==> src/rtl/nicdq_pkg.sv <==
// ----------------------------------------------------------------------------
// nicdq_pkg
// Shared types and codes for the NIC descriptor queue register block.
// ----------------------------------------------------------------------------
package nicdq_pkg;

    localparam int CNT_W    = 4;   // descriptor and completion counters
    localparam int ADDR_W   = 48;  // transmit address and MAC width
    localparam int LEN_W    = 16;  // frame length width
    localparam int WORD_W   = 64;  // bus word width
    localparam int OFS_W    = 5;
    localparam int ACT_W    = 2;
    localparam int STAT_W   = 3;
    localparam int RES_W    = 216; // result tdata, padded to whole bytes

    localparam logic [CNT_W-1:0] CNT_MAX = '1;

    localparam logic [ACT_W-1:0] ACT_READ  = 2'd0;
    localparam logic [ACT_W-1:0] ACT_WRITE = 2'd1;
    localparam logic [ACT_W-1:0] ACT_FRAME = 2'd2;

    localparam logic [OFS_W-1:0] OFS_SEND_REQ  = 5'd0;
    localparam logic [OFS_W-1:0] OFS_RECV_REQ  = 5'd8;
    localparam logic [OFS_W-1:0] OFS_SEND_COMP = 5'd16;
    localparam logic [OFS_W-1:0] OFS_RECV_COMP = 5'd18;
    localparam logic [OFS_W-1:0] OFS_COUNTS    = 5'd20;
    localparam logic [OFS_W-1:0] OFS_MAC       = 5'd24;

    localparam logic [STAT_W-1:0] ST_OK     = 3'd0;
    localparam logic [STAT_W-1:0] ST_BADOFS = 3'd1;
    localparam logic [STAT_W-1:0] ST_EMPTY  = 3'd2;
    localparam logic [STAT_W-1:0] ST_FULL   = 3'd3;
    localparam logic [STAT_W-1:0] ST_DROP   = 3'd4;

    typedef enum logic {
        S_IDLE,
        S_EXEC
    } ctrl_state_t;

    // controller -> datapath
    typedef struct packed {
        logic load;   // capture input word, read buffer memories
        logic exec;   // update queue state, load result register
    } dp_cmd_t;

endpackage

==> src/rtl/nicdq_ctrl.sv <==
// ----------------------------------------------------------------------------
// nicdq_ctrl
// Two-state sequencer: capture a word, then execute it into the output register.
// ----------------------------------------------------------------------------
module nicdq_ctrl
    import nicdq_pkg::*;
(
    input  logic    aclk,
    input  logic    aresetn,
    input  logic    s_valid,
    output logic    s_ready,
    output logic    m_valid,
    input  logic    m_ready,
    output dp_cmd_t cmd
);

    ctrl_state_t state_reg, state_next;
    logic        out_valid_reg, out_valid_next;
    logic        out_free;

    assign out_free = !out_valid_reg || m_ready;

    always_comb begin
        state_next = state_reg;
        case (state_reg)
            S_IDLE: begin
                if (s_valid) state_next = S_EXEC;
            end
            S_EXEC: begin
                if (out_free) state_next = S_IDLE;
            end
            default: state_next = S_IDLE;
        endcase
    end

    always_comb begin
        s_ready  = 1'b0;
        cmd.load = 1'b0;
        cmd.exec = 1'b0;
        case (state_reg)
            S_IDLE: begin
                s_ready  = 1'b1;
                cmd.load = s_valid;
            end
            S_EXEC: begin
                cmd.exec = out_free;
            end
            default: ;
        endcase
    end

    always_comb begin
        out_valid_next = out_valid_reg;
        if (cmd.exec)     out_valid_next = 1'b1;
        else if (m_ready) out_valid_next = 1'b0;
    end

    always_ff @(posedge aclk) begin
        if (!aresetn) begin
            state_reg     <= S_IDLE;
            out_valid_reg <= 1'b0;
        end else begin
            state_reg     <= state_next;
            out_valid_reg <= out_valid_next;
        end
    end

    assign m_valid = out_valid_reg;

endmodule

==> src/rtl/nicdq_dpath.sv <==
// ----------------------------------------------------------------------------
// nicdq_dpath
// Queue counters, receive buffer memories, MAC register and result register.
// ----------------------------------------------------------------------------
module nicdq_dpath
    import nicdq_pkg::*;
#(
    parameter int RX_SLOTS = 8,
    parameter int TX_SLOTS = 8
) (
    input  logic              aclk,
    input  logic              aresetn,
    input  dp_cmd_t           cmd,
    input  logic [ACT_W-1:0]  in_action,
    input  logic [OFS_W-1:0]  in_offset,
    input  logic [WORD_W-1:0] in_wdata,
    input  logic [LEN_W-1:0]  in_flen,
    input  logic              cfg_wr_en,
    input  logic [ADDR_W-1:0] cfg_wr_data,
    output logic [RES_W-1:0]  res_data,
    output logic [STAT_W-1:0] res_status
);

    localparam int IDX_W = (RX_SLOTS > 1) ? $clog2(RX_SLOTS) : 1;
    localparam logic [CNT_W-1:0] RX_SLOTS_C = CNT_W'(RX_SLOTS);
    localparam logic [CNT_W-1:0] TX_SLOTS_C = CNT_W'(TX_SLOTS);

    function automatic logic [IDX_W-1:0] slot_after(input logic [IDX_W-1:0] head,
                                                    input logic [CNT_W-1:0] n);
        logic [CNT_W:0] sum;
        sum = (CNT_W+1)'(head) + (CNT_W+1)'(n);
        if (sum >= (CNT_W+1)'(RX_SLOTS)) sum = sum - (CNT_W+1)'(RX_SLOTS);
        return IDX_W'(sum);
    endfunction

    // captured word
    logic [ACT_W-1:0]  act_reg;
    logic [OFS_W-1:0]  ofs_reg;
    logic [WORD_W-1:0] wdata_reg;
    logic [LEN_W-1:0]  flen_reg;

    // queue state
    logic [IDX_W-1:0]  head_reg, head_next;
    logic [CNT_W-1:0]  posted_reg, posted_next;
    logic [CNT_W-1:0]  rx_done_reg, rx_done_next;
    logic [CNT_W-1:0]  tx_done_reg, tx_done_next;
    logic [ADDR_W-1:0] mac_reg;

    // receive buffer memories
    logic [WORD_W-1:0] addr_mem [RX_SLOTS];
    logic [LEN_W-1:0]  len_mem  [RX_SLOTS];
    logic [WORD_W-1:0] addr_rd_reg;
    logic [LEN_W-1:0]  len_rd_reg;
    logic              addr_we, len_we;
    logic [IDX_W-1:0]  slot_posted, slot_done;

    // result fields
    logic [WORD_W-1:0] rdata_next, rdata_reg;
    logic [STAT_W-1:0] status_next, status_reg;
    logic              txv_next, txv_reg;
    logic [ADDR_W-1:0] txa_next, txa_reg;
    logic [LEN_W-1:0]  txl_next, txl_reg;
    logic              rxv_next, rxv_reg;
    logic [WORD_W-1:0] rxa_next, rxa_reg;
    logic [LEN_W-1:0]  rxl_next, rxl_reg;

    assign slot_posted = slot_after(head_reg, posted_reg);
    assign slot_done   = slot_after(head_reg, rx_done_reg);

    always_ff @(posedge aclk) begin
        if (cmd.load) begin
            act_reg   <= in_action;
            ofs_reg   <= in_offset;
            wdata_reg <= in_wdata;
            flen_reg  <= in_flen;
        end
    end

    always_ff @(posedge aclk) begin
        if (cmd.exec && addr_we) addr_mem[slot_posted] <= wdata_reg;
        if (cmd.load)            addr_rd_reg <= addr_mem[slot_done];
    end

    always_ff @(posedge aclk) begin
        if (cmd.exec && len_we) len_mem[slot_done] <= flen_reg;
        if (cmd.load)           len_rd_reg <= len_mem[head_reg];
    end

    always_comb begin
        rdata_next   = '0;
        status_next  = ST_OK;
        txv_next     = 1'b0;
        txa_next     = '0;
        txl_next     = '0;
        rxv_next     = 1'b0;
        rxa_next     = '0;
        rxl_next     = '0;
        head_next    = head_reg;
        posted_next  = posted_reg;
        rx_done_next = rx_done_reg;
        tx_done_next = tx_done_reg;
        addr_we      = 1'b0;
        len_we       = 1'b0;
        case (act_reg)
            ACT_READ: begin
                case (ofs_reg)
                    OFS_SEND_COMP: begin
                        if (tx_done_reg == '0) status_next = ST_EMPTY;
                        else tx_done_next = tx_done_reg - 1'b1;
                    end
                    OFS_RECV_COMP: begin
                        if (rx_done_reg == '0 || posted_reg == '0) begin
                            status_next = ST_EMPTY;
                        end else begin
                            rdata_next   = WORD_W'(len_rd_reg);
                            head_next    = slot_after(head_reg, CNT_W'(1));
                            rx_done_next = rx_done_reg - 1'b1;
                            posted_next  = posted_reg - 1'b1;
                        end
                    end
                    OFS_COUNTS: begin
                        rdata_next = WORD_W'({rx_done_reg, tx_done_reg,
                                              RX_SLOTS_C - posted_reg, TX_SLOTS_C});
                    end
                    OFS_MAC: rdata_next = WORD_W'(mac_reg);
                    default: status_next = ST_BADOFS;
                endcase
            end
            ACT_WRITE: begin
                case (ofs_reg)
                    OFS_SEND_REQ: begin
                        if (tx_done_reg == CNT_MAX) begin
                            status_next = ST_FULL;
                        end else begin
                            txv_next     = 1'b1;
                            txa_next     = wdata_reg[ADDR_W-1:0];
                            txl_next     = wdata_reg[WORD_W-1:ADDR_W];
                            tx_done_next = tx_done_reg + 1'b1;
                        end
                    end
                    OFS_RECV_REQ: begin
                        if (posted_reg >= RX_SLOTS_C) begin
                            status_next = ST_FULL;
                        end else begin
                            addr_we     = 1'b1;
                            posted_next = posted_reg + 1'b1;
                        end
                    end
                    default: status_next = ST_BADOFS;
                endcase
            end
            ACT_FRAME: begin
                if (rx_done_reg < posted_reg) begin
                    len_we       = 1'b1;
                    rxv_next     = 1'b1;
                    rxa_next     = addr_rd_reg;
                    rxl_next     = flen_reg;
                    rx_done_next = rx_done_reg + 1'b1;
                end else begin
                    status_next = ST_DROP;
                end
            end
            default: ;  // undefined action: zero result, no change
        endcase
    end

    always_ff @(posedge aclk) begin
        if (!aresetn) begin
            head_reg    <= '0;
            posted_reg  <= '0;
            rx_done_reg <= '0;
            tx_done_reg <= '0;
            mac_reg     <= '0;
        end else begin
            if (cmd.exec) begin
                head_reg    <= head_next;
                posted_reg  <= posted_next;
                rx_done_reg <= rx_done_next;
                tx_done_reg <= tx_done_next;
            end
            if (cfg_wr_en) mac_reg <= cfg_wr_data;
        end
    end

    always_ff @(posedge aclk) begin
        if (cmd.exec) begin
            rdata_reg  <= rdata_next;
            status_reg <= status_next;
            txv_reg    <= txv_next;
            txa_reg    <= txa_next;
            txl_reg    <= txl_next;
            rxv_reg    <= rxv_next;
            rxa_reg    <= rxa_next;
            rxl_reg    <= rxl_next;
        end
    end

    assign res_data   = RES_W'({rxl_reg, rxa_reg, rxv_reg, txl_reg, txa_reg, txv_reg,
                                rdata_reg});
    assign res_status = status_reg;

endmodule

==> src/rtl/nic_descriptor_queue_registers.sv <==
// ----------------------------------------------------------------------------
// nic_descriptor_queue_registers
// Register front end of a simple NIC: send/receive descriptor queue registers.
// ----------------------------------------------------------------------------
// Usage:
//  - s_axis carries one word per bus read, bus write or frame arrival.
//    tuser holds the action; tdata holds offset, write word, frame length.
//  - m_axis returns exactly one result word per input word, in order:
//    read data, transmit command and receive buffer write, with the
//    status code in tuser.
//  - cfg_wr_en / cfg_wr_data load the 48-bit station MAC address; write it
//    only while no word is in flight.
//  - Each accepted word is first captured, which issues the registered read
//    of the receive buffer memories, then executed, which updates the queue
//    counters and loads the output register that drives m_axis_tvalid.
//    Execute waits while a held result fills the output register; a new
//    word is accepted only once the previous one has executed.
//  - Receiver stall: a held result does not block capture of the next word;
//    that word waits in its execute cycle until the output register frees.
//  - Reset (aresetn low, synchronous) empties both queues and clears the MAC.
//    Buffer memories are not cleared; entries are written before being read.
// ----------------------------------------------------------------------------
module nic_descriptor_queue_registers
    import nicdq_pkg::*;
#(
    parameter int RX_SLOTS = 8,   // receive ring depth, 1..15
    parameter int TX_SLOTS = 8    // reported free send slots, 1..15
) (
    input  logic              aclk,
    input  logic              aresetn,
    // input words
    input  logic              s_axis_tvalid,
    output logic              s_axis_tready,
    // [4:0] offset, [68:5] wdata, [84:69] frame_length, [87:85] zero
    input  logic [87:0]       s_axis_tdata,
    // [1:0] action
    input  logic [ACT_W-1:0]  s_axis_tuser,
    // result words
    output logic              m_axis_tvalid,
    input  logic              m_axis_tready,
    // [63:0] rdata, [64] tx_valid, [112:65] tx_addr, [128:113] tx_len,
    // [129] rx_write_valid, [193:130] rx_write_addr, [209:194] rx_write_len,
    // [215:210] zero
    output logic [RES_W-1:0]  m_axis_tdata,
    // [2:0] status
    output logic [STAT_W-1:0] m_axis_tuser,
    // MAC address register
    input  logic              cfg_wr_en,
    input  logic [ADDR_W-1:0] cfg_wr_data
);

    dp_cmd_t cmd;

    nicdq_ctrl u_ctrl (
        .aclk    (aclk),
        .aresetn (aresetn),
        .s_valid (s_axis_tvalid),
        .s_ready (s_axis_tready),
        .m_valid (m_axis_tvalid),
        .m_ready (m_axis_tready),
        .cmd     (cmd)
    );

    nicdq_dpath #(
        .RX_SLOTS (RX_SLOTS),
        .TX_SLOTS (TX_SLOTS)
    ) u_dpath (
        .aclk        (aclk),
        .aresetn     (aresetn),
        .cmd         (cmd),
        .in_action   (s_axis_tuser),
        .in_offset   (s_axis_tdata[4:0]),
        .in_wdata    (s_axis_tdata[68:5]),
        .in_flen     (s_axis_tdata[84:69]),
        .cfg_wr_en   (cfg_wr_en),
        .cfg_wr_data (cfg_wr_data),
        .res_data    (m_axis_tdata),
        .res_status  (m_axis_tuser)
    );

    // capture and execute never overlap
    a_no_load_exec: assert property (@(posedge aclk) disable iff (!aresetn)
        !(cmd.load && cmd.exec))
        else $error("capture and execute in the same cycle");

    // an accepted word is always followed by its execute phase
    a_accept_then_busy: assert property (@(posedge aclk) disable iff (!aresetn)
        (s_axis_tvalid && s_axis_tready) |=> !s_axis_tready)
        else $error("input ready right after accept");

    // execute always presents a result next cycle
    a_exec_result: assert property (@(posedge aclk) disable iff (!aresetn)
        cmd.exec |=> m_axis_tvalid)
        else $error("result missing after execute");

    // a stalled result is never overwritten
    a_no_overwrite: assert property (@(posedge aclk) disable iff (!aresetn)
        !(m_axis_tvalid && !m_axis_tready && cmd.exec))
        else $error("held result overwritten");

endmodule

==> config.mk <==
export PLATFORM = sky130hd
export DESIGN_NAME = nic_descriptor_queue_registers
export DESIGN_NICKNAME = d
export VERILOG_FILES = /design/src/rtl/nicdq_pkg.sv /design/src/rtl/nicdq_ctrl.sv /design/src/rtl/nicdq_dpath.sv /design/src/rtl/nic_descriptor_queue_registers.sv
export SDC_FILE = /design/constraint.sdc
export NUM_CORES = 1
export LEC_CHECK = 0
export ABC_AREA = 1
export BUFFER_PORTS_ARGS = -buffer_cell sky130_fd_sc_hd__buf_2
export CORE_MARGIN = 10
export CORE_UTILIZATION = 53
export DETAILED_ROUTE_END_ITERATION = 6
export PLACE_DENSITY = 0.76
export SLEW_MARGIN = 0
export SYNTH_ARGS = -nofsm -noshare
export SYNTH_HDL_FRONTEND = slang
export SYNTH_SLANG_ARGS = --single-unit
==> constraint.sdc <==
create_clock -name aclk -period 7.4 [get_ports aclk]
set_input_delay 0.37 -clock aclk [delete_from_list [all_inputs] [get_ports aclk]]
set_output_delay 0.37 -clock aclk [all_outputs]
set_load 0.01 [all_outputs]
# Yosys cells after proc, flatten, opt, wreduce, memory -nomap -nowiden
# Memory sizes are Yosys's and may differ from the RTL's. A register that Yosys moved wholly into a read port is not among the register bits.
# Cells that the tools add are included.
[word_totals]
memories = 2
regBits = 365
mem_bits_rw = 640
out_inout_bits = 221
input_bits = 143
[op_classes]
n_addsub = 13
n_mux = 45
n_reduce_logical = 21
order_cmp = 5
eq_ne = 17
n_bitwise = 4
[memory_table]
columns = ["name", "words", "word_bits", "rd", "rd_clocked_by_memory_dff", "write_ports", "line_no", "text"]
rows = [
  ["u_dpath.addr_mem", 8, 64, 1, 1, 1, "nicdq_dpath.sv:50", "logic [WORD_W-1:0] addr_mem [RX_SLOTS];"],
  ["u_dpath.len_mem", 8, 16, 1, 1, 1, "nicdq_dpath.sv:51", "logic [LEN_W-1:0] len_mem [RX_SLOTS];"],
]
[ops]
columns = ["operator", "count"]
rows = [
  ["case mux 64 bit (3 select lines)", 1],
  ["two-way mux 4 bit", 11],
  ["case mux 4 bit (2 select lines)", 3],
  ["equality test 5 bit (second input constant)", 4],
  ["case mux 3 bit (3 select lines)", 2],
  ["two-way mux 1 bit", 17],
  ["two-way mux 16 bit", 1],
  ["adder 4 x 1 -> 4 bit (second input constant)", 3],
  ["zero test 4 bit", 3],
  ["two-way mux 3 bit", 4],
  ["!= test 2 bit (second input constant)", 6],
  ["AND reduction 6 bit", 2],
  ["subtractor 4 x 1 -> 4 bit (second input constant)", 3],
  ["adder 3 x 4 -> 5 bit", 2],
  ["greater-or-equal comparator 5 x 4 -> 1 bit (second input constant)", 2],
  ["subtractor 3 x 1 -> 3 bit (second input constant)", 3],
  ["greater-or-equal comparator 4 bit (second input constant)", 2],
  ["two-way mux 2 bit", 4],
  ["!= test 2 x 1 -> 1 bit (second input constant)", 3],
  ["case mux 3 bit (2 select lines)", 1],
  ["nonzero test 2 bit", 3],
  ["equality test 5 x 4 -> 1 bit (second input constant)", 1],
  ["zero test 5 bit", 1],
  ["AND reduction 5 bit", 1],
  ["other kinds (16)", 22],
]

# Longest topological paths before layout
[depth]
ltp_word = 7
ltp_mapped = 10
mapped_depth_nobuf = 10

# Cells and area by module
# A second synthesis with hierarchy kept.
[unflattened]
cells_unflattened = 3202
hier_area_um2 = 40960.5
[modules_own_cells]
columns = ["module", "seq_area_each_um2", "instances", "cells_per_inst", "area_each_um2"]
rows = [
  ["nicdq_dpath", 31410.1, 1, 3190, 40869.2],
  ["nicdq_ctrl", 40.0, 1, 12, 91.3],
]

# Least setup slack after synthesis
# No wires, ideal clock.
[synth_path]
path_type = "input to register"
from = "input s_axis_tvalid"
to = "register u_dpath.act_reg[0] (enable)"
path_buffers = 0
slack_ns = -0.728
t_arrival_ns = 7.427
stages = 2
setup_ns = 0.702
cell_sequence = "inv_1 nor2_1"
[synth_lines]
columns = ["item", "line_no", "text"]
rows = [
  ["start: declaration", "nic_descriptor_queue_registers.sv:32", "input logic s_axis_tvalid,"],
  ["end signal: assignment", "nicdq_dpath.sv:72", "act_reg <= in_action;"],
  ["end: declaration", "nicdq_dpath.sv:37", "logic [ACT_W-1:0] act_reg;"],
]

# Worst setup path after layout
[layout_path]
from = "register u_dpath.head_reg[0]"
to = "memory u_dpath.len_mem[2][1] (enable)"
[layout_between]
elab_chain_len = 3
[layout_rtl]
columns = ["item", "line_no", "text"]
rows = [
  ["start: declaration", "nicdq_dpath.sv:43", "logic [IDX_W-1:0] head_reg, head_next;"],
  ["start signal: assignment", "nicdq_dpath.sv:176", "head_reg <= head_next;"],
  ["adder 3 x 4 -> 5 bit (*)", "nicdq_dpath.sv:31", "sum = (CNT_W+1)'(head) + (CNT_W+1)'(n);"],
  ["greater-or-equal comparator 5 x 4 -> 1 bit / subtractor 3 x 1 -> 3 bit (equally long branches)", "nicdq_dpath.sv:32", "if (sum >= (CNT_W+1)'(RX_SLOTS)) sum = sum - (CNT_W+1)'(RX_SLOTS);"],
  ["two-way mux 3 bit (*)", "nicdq_dpath.sv:32", ""],
  ["end: declaration", "nicdq_dpath.sv:51", ""],
]
# Every way passes the cells marked *; elsewhere a longest branch is shown, timed or not.

==> flow_summary.json <==
{
  "status": "complete, no violations",
  "synth_ff_type": "edfxtp_1",
  "via_count": 25502,
  "async_reset_ff_share_pct": 0,
  "finalSetupTns_ps": 0,
  "finClkSkew_ps": 42.9,
  "clockPowerShare_pct": 42.2,
  "fin_nets": 3799,
  "yosysSeqAreaShare_pct": 76.9,
  "finalCritPeriodShare_pct": 54.2,
  "regMostFlops": "u_dpath.addr_mem",
  "die_area_um2": 88700,
  "cp_data_required_time_ps": 7680,
  "min_period_ps": 4010,
  "synth_area_leaders": "edfxtp_1 74%, nand2_1 6.3%, a21oi_1 3.9%",
  "critical_path_class": "flop to flop",
  "fmaxAchievable_ghz": 0.249,
  "use_met2_pct": 35.0,
  "crit_chain": "buf_4 > ha_4 > inv_1 > fa_4 > or2_1 > nand2_2 > buf_4 > nand3_1 > nor2_2",
  "syn_inst": 3197,
  "fin_area_um2": 48300,
  "synth_largest_area_cell": "edfxtp_1",
  "finalPower_mw": 13.0,
  "dpl_cell_area_um2": 43500,
  "multi_input_area_um2": 7850,
  "path_common_cell": "buf_4",
  "critPathMaxStageDelay_ps": 800,
  "grt.total_usage_pct": 21.1,
  "htree_levels": 3,
  "top_regs": "u_dpath.addr_mem x512, u_dpath.len_mem x128",
  "cts_tree": "done",
  "grt_start_max_net_pins": 126,
  "p_sw_share_pct": 21.6,
  "slew_violations": 0,
  "max-cap-violations": 0,
  "synth_edf_count": 1004,
  "place.gp.congestion": 0.805,
  "pre_cts_ws_ps": 3360,
  "die_w_um": 298,
  "p_int_mw": 10.2,
  "clkSinkCount": 1069,
  "viasPerCell": 5.36,
  "busiest_layer": "met2",
  "grt_pass1_vias": 25258,
  "drt_pass1_iterations": 5,
  "io_buffers": 338,
  "avgSynthCellArea_um2": 12.8,
  "fillerInstances": 5456,
  "synth_top_area_share_pct": 73.7,
  "cpMaxStageDelayCell": "nor2_2",
  "antenna_cells": 0,
  "worstPathMaxFanout": 68,
  "final_antenna_net_count": 0,
  "largest_reg_flops": 512,
  "path_clk_slew_ps": 60,
  "ir_drop_uv": 226,
  "use_met3_pct": 4.76,
  "slew_headroom_pct": 17.9,
  "startpoint_type": "flop",
  "cp-end-kind": "flop",
  "synthTopCellsByCount": "1004 x edfxtp_1, 692 x nand2_1, 322 x a21oi_1",
  "grt.met1_usage_pct": 27.3,
  "grt_pass1_wl_um": 147000,
  "ys_seq_elements": 1069,
  "routedWlPerCell_um": 20.3,
  "dp_cells": 4441,
  "switching_power_mw": 2.81,
  "cts_setup_buffers": 0,
  "p_seq_share_pct": 53.0,
  "drt_wl_total_um": 96500,
  "die_height_um": 298,
  "hold_viol": 0,
  "area_growth_pct": 18.2,
  "tightest_slew_ps": 1230,
  "antenna_found_initial": 1,
  "insertion_delay_ps": 690,
  "clockBufferDepth": 3,
  "num_io_pins": 364,
  "dpl.hpwl_um": 51600,
  "ys_warn_count": 0,
  "synth_area_um2": 40900,
  "rsz0062_at_grt": "false",
  "power.leakage_nw": 18.0,
  "drt_iter0_markers": 2326,
  "synth.most_common_cell": "edfxtp_1",
  "drc_errors": 0,
  "setup_viol": 0,
  "whs_ps": 35.8,
  "start_util_pct": 53.7,
  "min_path_type": "input pin to flop",
  "setup_slack_ps": 3390,
  "grt_overflow_total": 0,
  "drive_gt1_share_pct": 15.9,
  "rows": 101,
  "core_area_um2": 76200,
  "final_util_pct": 63.4,
  "worst_ep_arrival_time_ps": 4290,
  "stdcell_count": 4759,
  "cts_buffers": 107,
  "comb_power_share_pct": 4.8,
  "regArea_um2": 31500,
  "cts_root_buf": "clkbuf_16",
  "p_per_area_nw_per_um2": 269,
  "netlist-cell-type-count": 36
}
[final cells by class]
type	count	share of cell area (%)
Clock inverter	69	1.70
Inverter	241	1.90
Clock buffer	131	5.81
Multi-Input combinational cell	1722	16.2
Timing Repair Buffer	497	6.63
Sequential cell	1069	65.1
Tap cell	1030	2.67
[worst max-delay path: cells and delay by family (launching register included)]
kind	cells	cell delay, ps
fa+ha+maj	2	630
simple gates	4	1310
flops	1	310
buf+inv	3	1360
[timing repair]
item	in CTS	in global routing
gates resized for setup	0	0
hold endpoints to repair	118	0
hold buffers	118	0
[logic make-up (layout without fill, tap and decap cells)]
logic type               after synthesis  count (layout)  share of synthesized area, %
AO/OA/AOI/OAI                        626             626                          8.02
XOR/XNOR                               7               7                         0.150
adder cells (fa/ha/maj)               18              18                         0.642
buffers and inverters                427             938                          4.38
flip-flops                          1069            1069                          76.9
other                                  1              22                       0.00917
AND/OR/NAND/NOR                     1049            1049                          9.93
[routing by layer]
layer / wire (um) / part of all wire [%] / vias up
met5: 0 / 0 / -
met4: 2490 / 2.6 / 0
met3: 8150 / 8.5 / 147
met2: 47100 / 49 / 1099
met1: 38700 / 40 / 12305
li1: - / - / 11951
[power by group through the flow]
stage	Clock [mW]	Sequential (mW)	Combinational [mW]
6_report	5.50	6.91	0.620
5_1_grt	5.85	6.93	0.689
4_1_cts	5.58	6.91	0.624
3_5_place_dp	0	7.04	0.571
3_3_place_gp	0	7.03	0.560
2_1_floorplan	0	7.05	0.309
[placed cells by master (no fill, tap or decap), types with 12 or more instances in the layout]
cell | Yosys | layout
buf_2 | 50 | 338
bufinv_16 | 0 | 14
clkbuf_16 | 0 | 107
nor2_1 | 278 | 263
inv_1 | 233 | 232
dfxtp_1 | 65 | 64
nand2_1 | 692 | 692
o21ai_2 | 20 | 20
nand3_1 | 32 | 32
clkbuf_1 | 96 | 20
o21ai_0 | 230 | 230
a21oi_1 | 322 | 322
edfxtp_1 | 1004 | 1004
clkinv_2 | 0 | 18
nor3_1 | 34 | 34
ha_1 | 13 | 12
o22ai_1 | 42 | 42
dlygate4sd3_1 | 0 | 118
buf_4 | 28 | 39
conb_1 | 1 | 22
clkinv_1 | 1 | 20
[final timing paths]
check / start / endpoint / slack [ps] / cells after the start
hold reg to reg: u_dpath.mac_reg[24]$_SDFFE_PN0P_ / u_dpath.mac_reg[24]$_SDFFE_PN0P_ / 460 / 2
setup reg to reg: u_dpath.head_reg[0]$_SDFFE_PN0P_ / u_dpath.len_mem[2][1]$_DFFE_PP_ / 3390 / 9
hold / removal: cfg_wr_data[16] / u_dpath.mac_reg[16]$_SDFFE_PN0P_ / 40 / 3
setup / recovery: u_dpath.head_reg[0]$_SDFFE_PN0P_ / u_dpath.len_mem[2][1]$_DFFE_PP_ / 3390 / 9
(Power assumes the default switching activity.)
